==> src/hdl/spq_pkg.sv <==
`timescale 1ns / 1ps
package spq_pkg;

    localparam int DEPTH   = 64;
    localparam int CNT_W   = 7;
    localparam int VAL_W   = 32;
    localparam int PRIO_W  = 32;
    localparam int STAT_W  = 2;

    localparam logic [CNT_W-1:0] CAP_RESET = CNT_W'(DEPTH);
    localparam logic [CNT_W-1:0] DEPTH_CNT = CNT_W'(DEPTH);

    localparam logic REQ_INSERT = 1'b0;
    localparam logic REQ_REMOVE = 1'b1;

    localparam logic [STAT_W-1:0] STAT_DONE  = 2'd0;
    localparam logic [STAT_W-1:0] STAT_FULL  = 2'd1;
    localparam logic [STAT_W-1:0] STAT_EMPTY = 2'd2;

    typedef struct packed {
        logic                     ins;
        logic                     rem;
        logic signed [VAL_W-1:0]  value;
        logic signed [PRIO_W-1:0] key;
    } t_cell_ctrl;

endpackage

==> src/hdl/spq_cell.sv <==
`timescale 1ns / 1ps
module spq_cell (
    input  logic                              i_clk,
    input  spq_pkg::t_cell_ctrl               i_ctrl,
    input  logic                              i_occupied,
    input  logic                              i_left_gt,
    input  logic signed [spq_pkg::VAL_W-1:0]  i_left_value,
    input  logic signed [spq_pkg::PRIO_W-1:0] i_left_prio,
    input  logic signed [spq_pkg::VAL_W-1:0]  i_right_value,
    input  logic signed [spq_pkg::PRIO_W-1:0] i_right_prio,
    output logic                              o_gt,
    output logic signed [spq_pkg::VAL_W-1:0]  o_value,
    output logic signed [spq_pkg::PRIO_W-1:0] o_prio
);
    import spq_pkg::*;

    logic signed [VAL_W-1:0]  r_value, n_value;
    logic signed [PRIO_W-1:0] r_prio,  n_prio;

    // slot is past the insert point: empty, or strictly later priority
    assign o_gt = !i_occupied || (r_prio > i_ctrl.key);

    always_comb begin
        n_value = r_value;
        n_prio  = r_prio;
        if (i_ctrl.ins) begin
            if (i_left_gt) begin
                n_value = i_left_value;
                n_prio  = i_left_prio;
            end else if (o_gt) begin
                n_value = i_ctrl.value;
                n_prio  = i_ctrl.key;
            end
        end else if (i_ctrl.rem) begin
            n_value = i_right_value;
            n_prio  = i_right_prio;
        end
    end

    always_ff @(posedge i_clk) begin
        r_value <= n_value;
        r_prio  <= n_prio;
    end

    assign o_value = r_value;
    assign o_prio  = r_prio;

endmodule
==> config.mk <==
export PLATFORM = sky130hd
export DESIGN_NAME = spq_cell
export DESIGN_NICKNAME = d
export VERILOG_FILES = /design/src/hdl/spq_pkg.sv /design/src/hdl/spq_cell.sv
export SDC_FILE = /design/constraint.sdc
export NUM_CORES = 1
export LEC_CHECK = 0
export BUFFER_PORTS_ARGS = -buffer_cell sky130_fd_sc_hd__buf_4
export CAP_MARGIN = 30
export CORE_UTILIZATION = 25
export DETAILED_ROUTE_END_ITERATION = 8
export GPL_TIMING_DRIVEN = 0
export PLACE_DENSITY = 0.58
export SETUP_SLACK_MARGIN = 0.02
export SYNTH_ARGS = -nofsm -noshare
export SYNTH_HDL_FRONTEND = slang
export SYNTH_SLANG_ARGS = --single-unit
==> constraint.sdc <==
create_clock -name i_clk -period 25 [get_ports i_clk]
set_input_delay 6.25 -clock i_clk [delete_from_list [all_inputs] [get_ports i_clk]]
set_output_delay 6.25 -clock i_clk [all_outputs]
set_load 0.01 [all_outputs]
==> results of run 1 <==
## area by class of cell
type | instances | area (um^2) | area share (%)
Multi-Input combinational cell | 287 | 1980 | 29.6
Clock buffer | 9 | 225 | 3.36
Inverter | 35 | 131 | 1.96
Tap cell | 216 | 270 | 4.03
Sequential cell | 64 | 1920 | 28.7
Clock inverter | 6 | 61.3 | 0.914
Buffer | 21 | 87.6 | 1.31
Timing Repair Buffer | 267 | 2030 | 30.2
## path summary, 6_finish.rpt
| kind | to | slack (ns) | depth (start not counted) |
|---|---|---|---|
| min | o_prio[19] | 1.19 | 5 |
| max | o_gt | 10.71 | 10 |
| max reg2reg | o_value[31] | 21.80 | 9 |
| min reg2reg | o_prio[19] | 1.19 | 5 |
## cells in the mapped netlist, drive strengths merged
master	n	area, um^2
a2111oi	1	8.76
a211o	1	8.76
a211oi	2	15.0
a21boi	1	7.51
a21oi	78	390
a221oi	1	8.76
and3	1	6.26
buf	11	50.0
clkbuf	10	37.5
edfxtp	64	1920
ha	32	400
inv	35	131
mux2i	64	641
nand2	9	33.8
nand2b	1	6.26
nand3	6	30.0
nand4	9	71.3
nor2	66	248
nor2b	1	6.26
nor3	3	15.0
nor3b	1	12.5
nor4	2	27.5
o21ai	7	35.0
o22ai	1	6.26
## cell families after synthesis
kind of cell    after synthesis  synth area share (%)
simple gates                 99                  11.1
buf+inv                      56                  5.32
mux                          64                  15.6
compound gates               92                  11.7
flops                        64                  46.7
fa+ha+maj                    32                  9.72
## through the flow
step,utilization (%),cells,instance area [um^2],total power [mW],setup WS [ns]
detailed placement,40.1,890,6420,0.239,10.73
finish,41.9,905,6710,0.358,10.71
global placement,39.7,884,6350,0.237,9.97
CTS,41.9,905,6710,0.363,10.73
global route,41.9,905,6710,0.377,10.52
floorplan,-,407,4120,0.183,11.08
## sequential cells by signal (all words and copies together) (netlist names)
register	cells
o_prio	32
o_value	32
## metal layers
metal  share of wire [%]  routed length, um  vias up  track usage [%]
li1                    -                  -     2025                -
met1                  41               5660     1843             17.9
met2                  50               7020      181             29.5
met3                 7.8               1080       10             4.06
met4                 1.2                171        0             5.48
met5                   0                  0        -                0
## power by group through the flow
stage	clock, mW	sequential (mW)	combinational [mW]
floorplan	0	0.147	0.0359
global placement	0	0.142	0.0949
detailed placement	0	0.140	0.0982
CTS	0.126	0.138	0.0985
global route	0.131	0.139	0.107
finish	0.123	0.138	0.0974
## layout by cell type, fill, tap and decap left out, types with 2 or more instances in the layout
cell,count
sky130_fd_sc_hd__nor2_1,66
sky130_fd_sc_hd__nand2_1,9
sky130_fd_sc_hd__mux2i_1,64
sky130_fd_sc_hd__inv_1,35
sky130_fd_sc_hd__a211oi_1,2
sky130_fd_sc_hd__nand3_1,6
sky130_fd_sc_hd__nand4_1,8
sky130_fd_sc_hd__ha_1,32
sky130_fd_sc_hd__buf_6,6
sky130_fd_sc_hd__nor3_1,2
sky130_fd_sc_hd__clkbuf_16,9
sky130_fd_sc_hd__clkbuf_1,10
sky130_fd_sc_hd__clkinvlp_4,3
sky130_fd_sc_hd__buf_2,7
sky130_fd_sc_hd__buf_4,261
sky130_fd_sc_hd__buf_1,4
sky130_fd_sc_hd__edfxtp_1,64
sky130_fd_sc_hd__o21ai_0,7
sky130_fd_sc_hd__a21oi_1,78
## critical path, cell delays in order
cell	delay (ns)
sky130_fd_sc_hd__buf_4	0.08
sky130_fd_sc_hd__inv_1	0.03
sky130_fd_sc_hd__ha_1	0.36
sky130_fd_sc_hd__a21oi_1	0.24
sky130_fd_sc_hd__a21oi_1	0.11
sky130_fd_sc_hd__a211oi_1	0.29
sky130_fd_sc_hd__and3_1	0.24
sky130_fd_sc_hd__o21ai_0	0.09
sky130_fd_sc_hd__o21ai_0	0.19
sky130_fd_sc_hd__buf_4	0.16
==> impl.org, run 1 <==
** Global route
- The number of global-route vias before repair was a little over 4000.
- For this run, the total global-route usage over all layers was measured as between 10% and 20%.
- Global routing finished with a remaining overflow of 0.
- Initial antenna violation count :: 0
- Entering global routing, the biggest net connects 14 pins.
- The first global-routing pass estimated just over 20000 um of wire.

** Die
- Total number of placement rows :: 46
- Initial core utilization :: 25.7%
- Die Wd :: ~130 um
- The floorplan step defined a die boundary enclosing between 15000 and 20000 um^2.
- Chip Height :: ~130 um
- Area of the core region :: about 16000 um^2
- In this run the count of I/O pins placed on the die edge is around 260.

** Detailed routing
- Post-detailed-route DRC marker count :: 0
- The routed design has 13900 um of wire.
- Total iterations of the first detailed-routing run :: 5
- Detail-routed net length per standard cell :: about 15 um
- After the first detailed-routing iteration, the DRC count stood at 149.
- Number of antenna-violating nets in the routed design :: 0
- Count of vias placed by the detailed router :: 4059
- After detailed routing, the number of vias per cell comes to around 4.5.

** Setup path
- STA puts the critical path data required time at about 19 ns.
- The worst register-to-register path begins at o_prio[27].
- In this run the worst path has a maximum fanout of 3.
- Tracing the worst setup path back leads to its startpoint at i_ctrl[30].
- For the worst setup path, the data arrival time is 8.04 ns.
- Startpoint-to-endpoint class of the critical path :: in -> out
- Kind of capture point of the worst setup path :: primary output
- Critical Path Start Type :: input port

** STA
- The clock period could shrink to 14.29 ns.
- On the final layout, the worst hold slack is roughly 1.2 ns.
- Setup repair after global routing left no endpoint under its margin.
- Post-route clock skew :: roughly 0.0074 ns
- Setup violators final :: 0
- TNS Setup :: 0 ns
- Achievable frequency :: about 70 MHz
- In the finished design, the share of the clock period the worst path needs comes to roughly 57%.
- Tightest slew margin relative to the limit :: between 40% and 50%
- Number of hold violations in the final report :: 0
- Transition time of the tightest slew-check pin :: ~0.79 ns
- The number of max-slew violations in the final report was 0.

** Power and ir drop
- For this design the static power due to leakage is 3.22 nW.
- The internal portion of the total power is about 260 uW.
- Across the VDD grid, the largest voltage drop is roughly 0.025 mV.
- Switching power as a share of total power :: between 20% and 30%
- Share of total power in combinational logic :: approximately 27%
- In this run the power density over the cells is roughly 53 nW/um^2.
- The clock network accounts for 34.2% of the total power.
- Sequential share of power :: between 30% and 40%
- Switching power :: approximately 97 uW

** Yosys
- Synthesized area per cell :: between 10 and 15 um^2
- Of the synthesized area, sequential elements account for 46.7%.
- Number of instances in the synthesized netlist :: between 400 and 500
- Flop and latch count out of synthesis :: 64
- Syn Nets :: 636
- Synthesis instantiated 27 different standard cells from the library.
- Netlist Area Pre-Place :: around 4000 um^2
- Yosys warns :: 0

** Clock tree
- The longest clock path from root to sink contains 2 buffers.
- In this run the number of H-tree levels came out at 3.
- Clock buffers created by TritonCTS :: 9
- Clock latency on the worst-skew pair :: ~0.33 ns
- Clock-pin slew was measured on the worst setup and hold paths at ~0.06 ns.
- After clock tree synthesis, the setup repair step added 0 buffers.
- Counting every sink on the clock net gives 64.
- Once the clock tree was built, the resizer swapped 0 gates to a different size.
- TritonCTS built the clock tree.
- Hold repair after CTS inserted 0 buffers.
- CTS Root Cell :: sky130_fd_sc_hd__clkbuf_16

** Placement
- Weighted congestion reported at the end of routability-driven placement :: 0.806
- HPWL after DPL :: roughly 12000 um
- Input and output buffers added on the ports amount to roughly 260.

** Status
- The run finished with clean final reports.

** Finish
- Area growth from synthesis to final layout :: 62.8%
- At the end of the flow, the number of nets in the layout was 914.
- Antenna diodes :: 0
- Layout cell share with drive strength beyond 1 :: between 40% and 50%
- The filler cells instantiated in the layout total between 1500 and 2000.

** Worst hold path
- The path class of the tightest hold or removal check is reg -> reg.
- In this run the most critical hold path is launched from o_prio[31].

** Run
- Maximum capacitance violations :: 0
No activity file was read; power rests on OpenSTA's default activity.
==> run 2: changes to the inputs <==
Settings changed: ABC_AREA from default to 1, PLACE_DENSITY 0.58 to 0.6.
Clock period 25 ns to 13.1 ns, I/O delays scaled along.
==> impl.org, run 2 <==
** Yosys
- Most used DFF post-synth :: sky130_fd_sc_hd__edfxtp_1
- The async set-reset flop share out of synthesis came to 0% (unchanged).
- Syn Nets :: 729 (+15%)
- The gate count after technology mapping was 500 (+23%).
- The top-area cell type share of the netlist area is 46.9% (+0.24 points).
- Most frequent cell after synthesis :: sky130_fd_sc_hd__o21ai_1
- Synthesized area per cell :: 8.20 um^2 (-19%)
- Sequential fraction of the synthesis area :: 46.9% (+0.24 points)
- Dominant cells by area after synthesis :: sky130_fd_sc_hd__edfxtp_1 47%, sky130_fd_sc_hd__o21ai_1 13%, sky130_fd_sc_hd__ha_1 9.8%
- The number of enable-type register cells in the synthesized netlist came to 64 (unchanged).
- The yosys synthesis warning count was 0 (unchanged).
- Netlist Area Pre-Place :: 4100 um^2 (-0.52%)
- The number of synthesized register bits came to 64 (unchanged).
- Most area-hungry cell type in the Yosys netlist :: sky130_fd_sc_hd__edfxtp_1
- Count of cell types in the netlist :: 23 (-15%)
- Counting instances in the post-synthesis netlist gives the leading cell types as 106 x sky130_fd_sc_hd__o21ai_1, 102 x sky130_fd_sc_hd__nand2_1, 73 x sky130_fd_sc_hd__nor2_1, 64 x sky130_fd_sc_hd__edfxtp_1, 41 x sky130_fd_sc_hd__inv_1.

** Setup path
- STA classifies the critical path startpoint as an input port.
- The number of buffer and inverter instances along the worst setup path was 3 (unchanged).
- The kind of cell with the highest combined delay along the critical path is simple AND/OR/NAND/NOR gates.
- Critical Path Most Common Cell :: sky130_fd_sc_hd__nand2_1
- Startpoint-to-endpoint class of the critical path :: in -> out
- The delay of the slowest cell on the worst path is 0.35 ns (about the same).
- The depth of the critical timing path with buffers and inverters included came to 13 (+3).
- Logic depth of the worst register-to-register path :: 11 (+2)
- Crit path arrival time :: 4.77 ns (-3.27 ns)
- Required time of the critical path :: 9.82 ns (-8.93 ns)
- Peak fanout along the critical path :: 4 (+1)
- The signal on the critical path passes through buf_4, inv_1, ha_1, nand2_1, nor2_2, nand2_2, nor3b_2, nand2_1, nand2_1, nand2_1, nand3_2, nand2_1, buf_4.
- The largest individual stage delay along the critical path comes from the cell sky130_fd_sc_hd__ha_1.
- Kind of capture point of the worst setup path :: primary output

** Detailed routing
- The initial DRC count is 144 (-3.4%).
- The met3 routed wirelength was 1120 um (+3.1%).
- The wire length reported by the detailed router is 14600 um (+5.0%).
- Routed signal wires occupy layers up through met4.
- Met2 wire len :: 7100 um (+1.2%)
- Detail-routed net length per standard cell :: 14.7 um (-4.2%)
- The number of detailed-routing iterations run before antenna repair came to 4 (-1).
- Post-detailed-route DRC marker count :: 0 (unchanged)
- The detailed-route vias per instance is 4.45 (-0.72%).
- Detailed-routing wirelength on met1 :: 6180 um (+9.2%)
- Number of antenna-violating nets in the routed design :: 0 (unchanged)
- Count of vias placed by the detailed router :: 4417 (+8.8%)

** Clock tree
- CTS Root Cell :: sky130_fd_sc_hd__clkbuf_16
- TritonCTS built the clock tree.
- Total number of clock tree sinks :: 64 (unchanged)
- The total number of H-tree levels was 3 (unchanged).
- The TritonCTS buffer count is 9 (unchanged).
- The total setup buffers inserted after CTS came to 0 (unchanged).
- Clock latency on the worst-skew pair :: 0.34 ns (about the same)
- Clock-pin slew of the registers on the worst-case setup and hold paths :: 0.06 ns (about the same)
- The cts-stage hold buffer count was 0 (unchanged).
- Post_cts resized :: 0 (unchanged)
- The clock tree buffer depth is 2 (unchanged).

** Finish
- Most frequent cells in the layout :: 260 x sky130_fd_sc_hd__buf_4, 106 x sky130_fd_sc_hd__o21ai_1, 102 x sky130_fd_sc_hd__nand2_1, 73 x sky130_fd_sc_hd__nor2_1, 64 x sky130_fd_sc_hd__edfxtp_1
- # fillers :: 1670 (+5.2%)
- Area growth from synthesis to final layout :: 61.5%
- Most common cell after layout, fill and taps aside :: sky130_fd_sc_hd__buf_4
- The number of antenna cells inserted was 0 (unchanged).
- The fraction of layout instances using a drive strength above 1 is 37.2% (-5.1 points).
- The number of nets in the final layout came to 1000 (+9.4%).

** Global route
- The maximum number of pins on one net before global-route repair came to 65 (+51).
- Wire length of the first global-routing pass :: 21400 um (+5.3%)
- Grt ovf :: 0 (unchanged)
- The initial antenna violation count was 0 (unchanged).
- The number of global-route vias before repair is 4257 (+5.7%).
- All-layer global routing usage :: 17.1% (+1.0 points)

** STA
- The final setup violation count was 0 (unchanged).
- Final worst hold slack :: 1.52 ns (+0.326 ns)
- Setup repair after global routing left no endpoint under its margin.
- TNS Setup :: 0 ns (unchanged)
- Pins over their slew limit :: 0 (unchanged)
- Transition time of the tightest slew-check pin :: 0.865 ns (+0.0727 ns)
- The final-report hold violation count is 0 (unchanged).
- Timing would allow up to between 100 and 150 MHz.
- In the finished design, the share of the clock period the worst path needs comes to approximately 61%.
- The relative max-transition margin is 42.4% (-4.8 points).
- The clock period could shrink to 8.05 ns.
- Post-route clock skew :: 0.00708 ns (-0.000292 ns)
- The smallest setup slack after layout was 5.05 ns (-5.65 ns).

** Power and ir drop
- The reported leakage power is 3.16 nW (-1.9%).
- The maximum vdd ir drop is 0.0555 mV (+130%).
- Post-route total power :: 691 uW (+93%)
- The power density over the cells was 104 nW/um^2 (+96%).

** Die
- Chip Height :: 130 um (-0.26%)
- Area of the core region :: 15900 um^2 (-0.36%)
- IO Count :: 262 (unchanged)
- The number of placement rows was 46 (unchanged).
- The area of the die was 16900 um^2 (-0.51%).
- The horizontal die dimension was 130 um (-0.26%).
- Initial core utilization :: 25.7% (-0.040 points)

** Status
- The run finished with clean final reports.

** Worst hold path
- The worst hold path belongs to the class reg -> reg.
- Min-Delay Path Depth :: 6 (+1)

** Placement
- The setup slack after placement is 5.04 ns (-5.69 ns).
- The half-perimeter wire length after detailed placement is 11500 um (-0.70%).
- The weighted congestion reported at the end of routability-driven placement was 0.755 (-6.3%).
- Count of buffers inserted at the top-level ports :: 260 (-0.38%)

** Run
- Maximum capacitance violations :: 0 (unchanged)
run 2: tightest hold or removal path: stages (launching register included):
cell and delay [ns]:
sky130_fd_sc_hd__edfxtp_1 0.36, sky130_fd_sc_hd__ha_1 0.22, sky130_fd_sc_hd__nand3_1 0.12, sky130_fd_sc_hd__nand3_2 0.10
sky130_fd_sc_hd__nand3_2 0.05, sky130_fd_sc_hd__nand2_1 0.10, sky130_fd_sc_hd__inv_4 0.30
run 2: metal layers:
layer	up-vias	GRT usage, %
met5	-	0
met4	0	6.50
met3	13	4.88
met2	174	29.3
met1	1987	20.1
li1	2243	-
run 2: worst paths after layout:
path	start	to	slack [ns]
setup / recovery	i_ctrl[31]	o_gt	5.05
hold / removal	o_prio[31]	o_prio[14]	1.52
setup reg to reg	o_prio[31]	o_value[12]	10.32
hold reg to reg	o_prio[31]	o_prio[14]	1.52
run 2: cell type report:
type | count | area [um^2] | area share [%]
Buffer | 27 | 124 | 1.87
Clock buffer | 9 | 225 | 3.40
Clock inverter | 7 | 71.3 | 1.08
Inverter | 44 | 168 | 2.53
Multi-Input combinational cell | 365 | 1890 | 28.5
Sequential cell | 64 | 1920 | 29.0
Tap cell | 216 | 270 | 4.08
Timing Repair Buffer | 260 | 1950 | 29.5
run 2: logic make-up after synthesis:
| kind of cell | synth area share (%) |
|---|---|
| adders and majority gates | 9.77 |
| and+or+nand+nor | 18.0 |
| DFF | 46.9 |
| buffers and inverters | 7.05 |
| AOI/OAI and AO/OA | 18.3 |
run 2: power breakdown:
group	switching [mW]	internal (mW)
logic	0.0887	0.0935
registers	0.00931	0.255
clock network	0.0979	0.147
total	0.196	0.495
run 2: through the flow:
| stage | cell area [um^2] | utilization [%] | cells |
|---|---|---|---|
| after CTS | 6620 | 41.5 | 992 |
| after global placement | 6320 | 39.6 | 976 |
| after detailed placement | 6320 | 39.7 | 976 |
| after floorplan | 4100 | - | 500 |
| final | 6620 | 41.5 | 992 |
| after global routing | 6620 | 41.5 | 992 |
